[config.mk]
export PLATFORM = sky130hd
export DESIGN_NAME = square_matrix_self_multiply
export DESIGN_NICKNAME = d
export VERILOG_FILES = /design/src/rtl/smsm_pkg.sv /design/src/rtl/square_matrix_self_multiply.sv /design/src/rtl/smsm_mac.sv
export SDC_FILE = /design/constraint.sdc
export NUM_CORES = 2
export LEC_CHECK = 0
export BUFFER_PORTS_ARGS = -buffer_cell sky130_fd_sc_hd__buf_4
export CELL_PAD_IN_SITES_DETAIL_PLACEMENT = 1
export CELL_PAD_IN_SITES_GLOBAL_PLACEMENT = 1
export CORE_AREA = 2 2 490 492
export DETAILED_ROUTE_END_ITERATION = 10
export DIE_AREA = 0 0 492 494
export GPL_TIMING_DRIVEN = 0
export PLACE_DENSITY = 0.46
export SLEW_MARGIN = 20
export SYNTH_ARGS = -nofsm -noshare
export SYNTH_HDL_FRONTEND = slang
export SYNTH_SLANG_ARGS = --single-unit
[constraint.sdc]
create_clock -name clock -period 8.49 [get_ports clock]
set_input_delay 0.849 -clock clock [delete_from_list [all_inputs] [get_ports clock]]
set_output_delay 0.849 -clock clock [all_outputs]
set_load 0.02 [all_outputs]
[src/rtl/smsm_pkg.sv]
`timescale 1ns / 1ps
// ----------------------------------------------------------------------------
// Square matrix self multiply: shared package
// Widths, reset values and the tag that travels with each operand pair
// through the multiply-accumulate pipeline.
// ----------------------------------------------------------------------------
package smsm_pkg;

   localparam int DEFAULT_MAX_DIM = 8;

   localparam int ELEM_W  = 16;
   localparam int PROD_W  = 2 * ELEM_W;
   localparam int ENTRY_W = 35;
   localparam int DIM_W   = 4;

   localparam logic [DIM_W-1:0] DIM_RESET = 4'd8;

   typedef struct packed {
      logic valid;
      logic first;
      logic last_term;
      logic last_entry;
   } smsm_tag_type;

endpackage

[src/rtl/square_matrix_self_multiply.sv]
`timescale 1ns / 1ps
// ----------------------------------------------------------------------------
// Square matrix self multiply
// Loads an n x n matrix of signed Q8.8 elements in row-major order, then
// streams out the matrix squared as signed Q19.16 entries, row-major.
//
// Usage:
//   csr_write_en/csr_write_data set n (0 acts as 1, above MAX_DIM acts as
//   MAX_DIM) and restart loading. Write only while busy is low.
//   An element transaction is taken on a clock edge with start high and busy
//   low, one per cycle. The n*n-th element starts the computation and busy
//   rises; no element is taken until the last product entry has gone out.
//   Results appear one per strobe cycle on rsp_product_entry with
//   rsp_last_entry marking the final one; rsp_strobe lasts one cycle and the
//   receiver cannot stall it.
// Datapath:
//   One shared multiplier-accumulator does every term, one per cycle. Each
//   term passes the memory read registers, the product register and the
//   accumulator, whose sum goes out with the strobe. Memory reads are registered.
// Reset:
//   Synchronous, active high; n returns to 8 and loading restarts at the
//   first element. Matrix contents are not cleared.
// ----------------------------------------------------------------------------
module square_matrix_self_multiply
   import smsm_pkg::*;
#(
   parameter int MAX_DIM = DEFAULT_MAX_DIM
)
(
   input  logic                       clock,
   input  logic                       reset,
   input  logic                       start,
   output logic                       busy,
   input  logic signed [ELEM_W-1:0]   req_element,
   output logic                       rsp_strobe,
   output logic signed [ENTRY_W-1:0]  rsp_product_entry,
   output logic                       rsp_last_entry,
   input  logic                       csr_write_en,
   input  logic [DIM_W-1:0]           csr_write_data
);

   localparam int CELLS = MAX_DIM * MAX_DIM;
   localparam int AW    = $clog2(CELLS);
   localparam int IW    = $clog2(MAX_DIM);

   localparam logic [1:0] ST_LOAD  = 2'd0;
   localparam logic [1:0] ST_CALC  = 2'd1;
   localparam logic [1:0] ST_DRAIN = 2'd2;

   logic signed [ELEM_W-1:0] mem [CELLS];

   logic [DIM_W-1:0]  dim_ff;
   logic [DIM_W-1:0]  side;
   logic [IW-1:0]     side_m1;
   logic [AW-1:0]     side_a;
   logic [AW-1:0]     last_idx;
   logic [7:0]        total;

   logic [1:0]        state_ff, state_in;
   logic [AW-1:0]     count_ff, count_in;
   logic [IW-1:0]     i_ff, i_in;
   logic [IW-1:0]     j_ff, j_in;
   logic [IW-1:0]     t_ff, t_in;
   logic [AW-1:0]     row_ff, row_in;
   logic [AW-1:0]     a_addr_ff, a_addr_in;
   logic [AW-1:0]     b_addr_ff, b_addr_in;
   logic              mem_we;

   smsm_tag_type              issue_tag;
   smsm_tag_type              rd_tag_ff;
   logic signed [ELEM_W-1:0]  rd_a_ff;
   logic signed [ELEM_W-1:0]  rd_b_ff;

   always_comb begin
      if (dim_ff == '0) begin
         side = 4'd1;
      end else if ({1'b0, dim_ff} > 5'(MAX_DIM)) begin
         side = DIM_W'(MAX_DIM);
      end else begin
         side = dim_ff;
      end
   end

   assign side_m1  = IW'(side - 4'd1);
   assign side_a   = AW'(side);
   assign total    = {4'b0, side} * {4'b0, side};
   assign last_idx = AW'(total - 8'd1);

   assign issue_tag.valid      = (state_ff == ST_CALC);
   assign issue_tag.first      = (t_ff == '0);
   assign issue_tag.last_term  = (t_ff == side_m1);
   assign issue_tag.last_entry = (t_ff == side_m1) && (i_ff == side_m1) && (j_ff == side_m1);

   always_comb begin
      state_in  = state_ff;
      count_in  = count_ff;
      i_in      = i_ff;
      j_in      = j_ff;
      t_in      = t_ff;
      row_in    = row_ff;
      a_addr_in = a_addr_ff;
      b_addr_in = b_addr_ff;
      mem_we    = 1'b0;
      if (csr_write_en) begin
         count_in = '0;
      end
      case (state_ff)
         ST_LOAD: begin
            if (start) begin
               mem_we = 1'b1;
               if (count_ff == last_idx) begin
                  count_in  = '0;
                  state_in  = ST_CALC;
                  i_in      = '0;
                  j_in      = '0;
                  t_in      = '0;
                  row_in    = '0;
                  a_addr_in = '0;
                  b_addr_in = '0;
               end else begin
                  count_in = count_ff + 1'b1;
               end
            end
         end
         ST_CALC: begin
            if (!issue_tag.last_term) begin
               t_in      = t_ff + 1'b1;
               a_addr_in = a_addr_ff + 1'b1;
               b_addr_in = b_addr_ff + side_a;
            end else begin
               t_in = '0;
               if (issue_tag.last_entry) begin
                  state_in = ST_DRAIN;
               end else if (j_ff != side_m1) begin
                  j_in      = j_ff + 1'b1;
                  a_addr_in = row_ff;
                  b_addr_in = AW'(j_ff) + 1'b1;
               end else begin
                  j_in      = '0;
                  i_in      = i_ff + 1'b1;
                  row_in    = row_ff + side_a;
                  a_addr_in = row_ff + side_a;
                  b_addr_in = '0;
               end
            end
         end
         ST_DRAIN: begin
            if (rsp_strobe && rsp_last_entry) begin
               state_in = ST_LOAD;
            end
         end
         default: begin
            state_in = ST_LOAD;
         end
      endcase
   end

   always_ff @(posedge clock) begin
      if (reset) begin
         dim_ff    <= DIM_RESET;
         state_ff  <= ST_LOAD;
         count_ff  <= '0;
         i_ff      <= '0;
         j_ff      <= '0;
         t_ff      <= '0;
         row_ff    <= '0;
         a_addr_ff <= '0;
         b_addr_ff <= '0;
         rd_tag_ff <= '0;
      end else begin
         if (csr_write_en) begin
            dim_ff <= csr_write_data;
         end
         state_ff  <= state_in;
         count_ff  <= count_in;
         i_ff      <= i_in;
         j_ff      <= j_in;
         t_ff      <= t_in;
         row_ff    <= row_in;
         a_addr_ff <= a_addr_in;
         b_addr_ff <= b_addr_in;
         rd_tag_ff <= issue_tag;
      end
   end

   always_ff @(posedge clock) begin
      if (mem_we) begin
         mem[count_ff] <= req_element;
      end
   end

   always_ff @(posedge clock) begin
      rd_a_ff <= mem[a_addr_ff];
      rd_b_ff <= mem[b_addr_ff];
   end

   smsm_mac u_mac (
      .clock      (clock),
      .reset      (reset),
      .op_a       (rd_a_ff),
      .op_b       (rd_b_ff),
      .op_tag     (rd_tag_ff),
      .res_strobe (rsp_strobe),
      .res_entry  (rsp_product_entry),
      .res_last   (rsp_last_entry)
   );

   assign busy = (state_ff != ST_LOAD);

   a_no_result_when_idle: assert property (
      @(posedge clock) disable iff (reset) !busy |-> !rsp_strobe
   ) else $error("result strobe while idle");

   a_last_releases: assert property (
      @(posedge clock) disable iff (reset) (rsp_strobe && rsp_last_entry) |=> !busy
   ) else $error("busy held after final entry");

   a_release_after_last: assert property (
      @(posedge clock) disable iff (reset) $fell(busy) |-> $past(rsp_strobe && rsp_last_entry)
   ) else $error("busy dropped before final entry");

   a_last_is_strobed: assert property (
      @(posedge clock) disable iff (reset) rsp_last_entry |-> rsp_strobe
   ) else $error("last marker without strobe");

endmodule

[src/rtl/smsm_mac.sv]
`timescale 1ns / 1ps
// ----------------------------------------------------------------------------
// Square matrix self multiply: multiply-accumulate unit
// Registers one signed product per cycle and folds it into a running sum
// that restarts on the first term of each entry; emits the sum on the last.
// ----------------------------------------------------------------------------
module smsm_mac
   import smsm_pkg::*;
(
   input  logic                       clock,
   input  logic                       reset,
   input  logic signed [ELEM_W-1:0]   op_a,
   input  logic signed [ELEM_W-1:0]   op_b,
   input  smsm_tag_type               op_tag,
   output logic                       res_strobe,
   output logic signed [ENTRY_W-1:0]  res_entry,
   output logic                       res_last
);

   logic signed [PROD_W-1:0]  prod_ff;
   smsm_tag_type              prod_tag_ff;
   logic signed [ENTRY_W-1:0] acc_ff;
   logic signed [ENTRY_W-1:0] acc_in;
   logic signed [ENTRY_W-1:0] prod_ext;
   logic                      strobe_ff;
   logic                      last_ff;

   assign prod_ext = {{(ENTRY_W - PROD_W){prod_ff[PROD_W-1]}}, prod_ff};
   assign acc_in   = (prod_tag_ff.first ? '0 : acc_ff) + prod_ext;

   always_ff @(posedge clock) begin
      prod_ff <= op_a * op_b;
      if (prod_tag_ff.valid) begin
         acc_ff <= acc_in;
      end
   end

   always_ff @(posedge clock) begin
      if (reset) begin
         prod_tag_ff <= '0;
         strobe_ff   <= 1'b0;
         last_ff     <= 1'b0;
      end else begin
         prod_tag_ff <= op_tag;
         strobe_ff   <= prod_tag_ff.valid & prod_tag_ff.last_term;
         last_ff     <= prod_tag_ff.valid & prod_tag_ff.last_entry;
      end
   end

   assign res_strobe = strobe_ff;
   assign res_entry  = acc_ff;
   assign res_last   = last_ff;

endmodule
## After elaboration in Yosys (flattened, before gate mapping)

Memory sizes are Yosys's and may differ from the RTL's. A register that Yosys moved wholly into a read port is not among the register bits.
Cells that the tools add are included.
Widths: inputs -> output; s select.

| cells by class | value |
|---|---|
| $add $sub $neg | 11 |
| $mul | 2 |
| $lt $le $gt $ge | 1 |
| eq/ne operators | 15 |
| multiplexer cells | 41 |
| bitwise gates (word level) | 2 |
| reductions and logical operators | 13 |

Operators by type and width:

| kind | number |
|---|---|
| $mux 6 | 12 |
| $pmux 6 s2 | 3 |
| $add 35x35->35 | 1 |
| $mux 35 | 1 |
| $mul 16x16->32 | 1 |
| $mux 3 | 9 |
| $pmux 3 s2 | 3 |
| $ne 2x2->1 const B | 7 |
| $add 6x1->6 const B | 2 |
| $add 6x4->6 | 2 |
| $mux 4 | 3 |
| $mux 2 | 5 |
| $reduce_and 5->1 | 2 |
| $add 3x1->3 const B | 3 |
| $eq 3x3->1 | 3 |
| $eq 6x6->1 | 1 |
| $mul 4x4->6 | 1 |
| $pmux 2 s3 | 1 |
| $reduce_and 6->1 | 1 |
| $sub 6x1->6 const B | 1 |
| $add 3x1->4 const B | 1 |
| $gt 4x4->1 const B | 1 |
| $logic_not 4->1 | 1 |
| $mux 1 | 4 |
| other kinds (12) | 16 |

| storage, ports and cells | value |
|---|---|
| register bits | 116 |
| bits in writable memories | 1024 |
| input bits | 24 |
| output and inout port bits | 38 |
| logic and storage cells | 107 |
| memories kept | 1 |

Memories:

| name | words | bits a word | read ports | clocked after memory_dff | wr ports | RTL line | source |
|---|---|---|---|---|---|---|---|
| mem | 64 | 16 | 2 | 2 | 1 | square_matrix_self_multiply.sv:50 | `logic signed [ELEM_W-1:0] mem [CELLS];` |

## Logic depth before layout (Yosys ltp)

| logic depth | value |
|---|---|
| depth after elaboration | 10 |
| mapped depth | 23 |
| gate-level depth less buffers | 22 |

## Cells and area by module

From an unflattened synthesis, not the netlist that was laid out.

| unflattened totals | value |
|---|---|
| cells, all modules | 3758 |
| area total of the unflattened synthesis | 63963.8 sq um |

Modules (own cells, without submodules):

| module | times used | cells an instance | area each (sq um) | seq. area each (sq um) |
|---|---|---|---|---|
| square_matrix_self_multiply | 1 | 2309 | 50370.8 | 32250.9 |
| smsm_mac | 1 | 1449 | 13593.0 | 1811.7 |

## Least setup slack after synthesis

No wires, ideal clock.

| timing | value |
|---|---|
| kind | reg2reg |
| from | register rd_a_ff[15], read port of mem |
| to | register u_mac.prod_ff[30] |
| library setup time | 0.072 ns |
| data arrival time | 5.974 ns |
| data required time | 8.418 ns |
| setup slack | 2.444 ns |
| stages on the path, launching flop included | 21 |
| buffers on the path | 1 |
| period minus slack after synthesis | 6.046 ns |
| path through | dfxtp_1 > clkbuf_1 > nand2_1 > inv_1 > fa_1 > fa_1 > inv_1 > fa_1 > fa_1 > fa_1 > fa_1 > inv_1 > ha_1 > a21o_1 > a21oi_1 > nand2b_1 > a2111oi_0 > nor2_1 > a211o_1 > a21oi_1 > xnor2_1 |

| between the ends | value |
|---|---|
| word-level cells in the longest chain between the ends | 1 |

RTL lines:

| item | RTL line | source |
|---|---|---|
| start: declaration | square_matrix_self_multiply.sv:71 | `logic signed [ELEM_W-1:0] rd_a_ff;` |
| $mul 16x16->32 | smsm_mac.sv:32 | `prod_ff <= op_a * op_b;` |
| end signal: assignment | smsm_mac.sv:32 |  |
| end: declaration | smsm_mac.sv:20 | `logic signed [PROD_W-1:0] prod_ff;` |

Every way passes these cells.
A chain may end at the register's enable or synchronous reset.

## Final worst setup path

| timing | value |
|---|---|
| from | register rd_b_ff[2], read port of mem |
| to | register u_mac.prod_ff[30] |

| between the ends | value |
|---|---|
| word-level cells in the longest chain between the ends | 1 |

RTL lines:

| item | RTL line | source |
|---|---|---|
| start: declaration | square_matrix_self_multiply.sv:72 | `logic signed [ELEM_W-1:0] rd_b_ff;` |
| $mul 16x16->32 | smsm_mac.sv:32 |  |

Every way passes these cells.

==> impl_metrics.toml <==
[critical_path]
critPathKind = "flip-flop to flip-flop"
crit_chain = "clkbuf_1, nand2_1, inv_1, fa_1, fa_1, inv_1, fa_1, fa_1, fa_1, fa_1, inv_1, ha_1, a21o_1, a21oi_1, nand2b_1, a2111oi_0, nor2_1, a211o_1, a21oi_1, xnor2_1"
r2r_setup_slack_ps = 980
start_kind = "flip-flop"
cpMaxStageDelayCell = "fa_1"
end_kind = "flip-flop"
path_common_cell = "fa_1"
critical_path_peak_fanout = 10
cp.arrival_ps = 8210
slowest_delay_ps = 950
required_ps = 9190
reg2reg_depth = 20

[die]
coreArea_sq_um = 237000
row_count = 179
die_area_sq_um = 243000
io_pins = 62
initial_utilization_pct = 26.9
die_y_microns = 494
die_w_microns = 492

[power_and_ir_drop]
p_sw_mw = 8.80
swShare_pct = 37.8
seqPwrFrac_pct = 28.8
irDropWorstVdd_uv = 541
internal-power_mw = 14.5
pwr-share-clk_pct = 25.3
power_mw = 23.3
powerDensity_nw_per_um2 = 313
p_comb_share_pct = 45.9
p_leak_nw = 24.3

[timing]
relSlewSlack_pct = 18.4
tns_ps = 0
drv_slew = 0
fin_skew_ps = 46.8
setup_viol = 0
period_share_pct = 88.4
hold_violations = 0
timing.hold.ws_ps = 260
max_freq_ghz = 0.133
worst_pin_slew_ps = 1220
layout_min_cycle_time_ps = 7510
grt_setup_unrepaired = "false"

[place]
dpl_cell_area_sq_um = 70000
hpwl_microns = 168000
io_buffers = 59
place_congestion = 0.810

[synth]
netlist_instances = 3737
synth.most_common_cell = "edfxtp_1"
synth_cell_types = 77
yosys.area.top_type = "edfxtp_1"
synthTopCellsByCount = "edfxtp_1, mux4_2, inv_1"
synth-seq-area-share_pct = 53.3
synthFlopType = "edfxtp_1"
synth_nets = 4161
synth_xor_area_share_pct = 1.23
synth.mux.area_fraction_pct = 23.8
synth_area_leaders = "edfxtp_1, mux4_2, fa_1"
syn_area_sq_um = 63900
synth_simple_gate_area_share_pct = 4.80
postSynth.asyncResetShare_pct = 0
synth_fa_ha_area_share_pct = 11.0
synth_edf_count = 1059
synth_top_family_by_area = "multiplexers"
synth-compound-area-share_pct = 2.58
netlist.area_leader.share_pct = 49.8
yosys_warnings = 0
yosys_register_bits = 1172
syn_area_per_cell_sq_um = 17.1

[global_route]
grt_pass1_wl_microns = 322000
grtUsageMet3_pct = 3.12
top_usage_layer = "met2"
grt.overflow.total = 0
grtUsageTotal_pct = 18.9
antenna_found_initial = 23
met2_usage_pct = 32.3
use_met1_pct = 24.7
grt_pass1_vias = 40100
grt_max_degree = 65

[cts]
hold_buffers = 0
tritoncts = "done"
cts_setup_buffers = 0
numCtsBuffers = 141
path_clk_slew_ps = 60
clock_latency_ps = 810
cts_max_level = 4
post_cts_resized = 0
clock-sinks = 1172
cts_buffer_depth = 3
clock-root-buffer = "clkbuf_16"

[status]
status = "finished clean"

[worst_hold_path]
worst_hold_path_type = "input port to flip-flop"
whs_path_depth = 2

[routing]
vias_per_cell = 5.00
drt_iter0_markers = 3293
vias = 36400
drcViolationCount = 0
wire_per_inst_microns = 31.5
firstDrtPassIters = 5
drt-total-wl_microns = 229000
ant_nets = 0

[flow_run]
maxCapViolCount = 0

[final_layout]
drive_gt1_share_pct = 28.0
final_nets = 4413
fill_cells = 24400
fin_area_sq_um = 74400
syn2layout_area_growth_pct = 16.5
## critical path, delay by kind of cell, from the launching register on
family / cells / cell delay [ps]
compound gates: 5 / 1430
fa+ha+maj: 7 / 3880
buf+inv: 4 / 860
xor+xnor: 1 / 150
flops: 1 / 590
simple gates: 3 / 500
## layer usage
metal | vias up | routed length (microns)
met1 | 20000 | 96600
met2 | 961 | 113000
met5 | - | 25
met4 | 6 | 7560
met3 | 304 | 11700
li1 | 15100 | -
## through the flow
stage / worst slack (ps) / std cells / util (%)
6_report: 984 / 7273 / 31.3
2_1_floorplan: 2440 / 3737 / -
3_5_place_dp: 936 / 7012 / 29.5
4_1_cts: 928 / 7263 / 31.3
5_1_grt: 677 / 7264 / 31.3
3_3_place_gp: 979 / 6963 / 28.8
## power groups by stage
stage                     combinational [mW]  sequential [mW]  clock (mW)
after floorplan                         7.89             6.77           0
after global placement                  10.8             6.82           0
after detailed placement                10.9             6.82           0
after CTS                               10.9             6.70        6.03
after global routing                    12.2             6.71        6.24
final                                   10.7             6.69        5.89
## kinds of logic after synthesis
family,count (synthesis)
AO/OA/AOI/OAI,249
XOR/XNOR,85
adder cells (fa/ha/maj),400
buffers and inverters,532
flip-flops,1172
multiplexers,680
AND/OR/NAND/NOR,619
## flip-flops by register name, summed over array words and instances (netlist names), 16 cells and up
name,cells
rd_a_ff,16
mem,1024
u_mac.prod_ff,32
u_mac.res_entry,35
rd_b_ff,16
## layout make-up
type | instances | area, sq um | share of cell area, %
clock inverters | 89 | 727 | 0.977
well taps | 3167 | 3960 | 5.32
diodes | 9 | 22.5 | 0.0303
plain buffers | 213 | 926 | 1.24
inverters | 319 | 1200 | 1.61
repair buffers | 109 | 1650 | 2.22
flip-flops and latches | 1172 | 34100 | 45.8
clock buffers | 162 | 3660 | 4.92
multi-input cells | 2033 | 28200 | 37.9
## layout by cell type, fill, tap and decap left out, types with 10 or more instances in the layout
cell type     n
nor2_4       64
clkinv_1     41
inv_1       317
a211oi_1     11
nand3_1      24
xnor2_1      67
clkbuf_2     27
a21o_1       24
a21oi_1      78
nand2_1     173
and2_1      125
nand2b_1     21
o21bai_1     10
buf_2        56
buf_16       35
buf_1        10
buf_4        59
nor2_1       86
mux4_2      672
edfxtp_1   1059
clkinv_2     24
dfxtp_1     112
xor2_1       15
nor2b_1      51
nor3_1       22
clkbuf_1    135
ha_1        135
fa_1        265
clkbuf_16   143
o21ai_0      47
## final timing paths
check,start,endpoint
max reg2reg,rd_b_ff[2],u_mac.prod_ff[30]
min,csr_write_data[3],dim_ff[3]
max,rd_b_ff[2],u_mac.prod_ff[30]
min reg2reg,rd_tag_ff[3],u_mac.prod_tag_ff[3]
(Power assumes the default switching activity.)
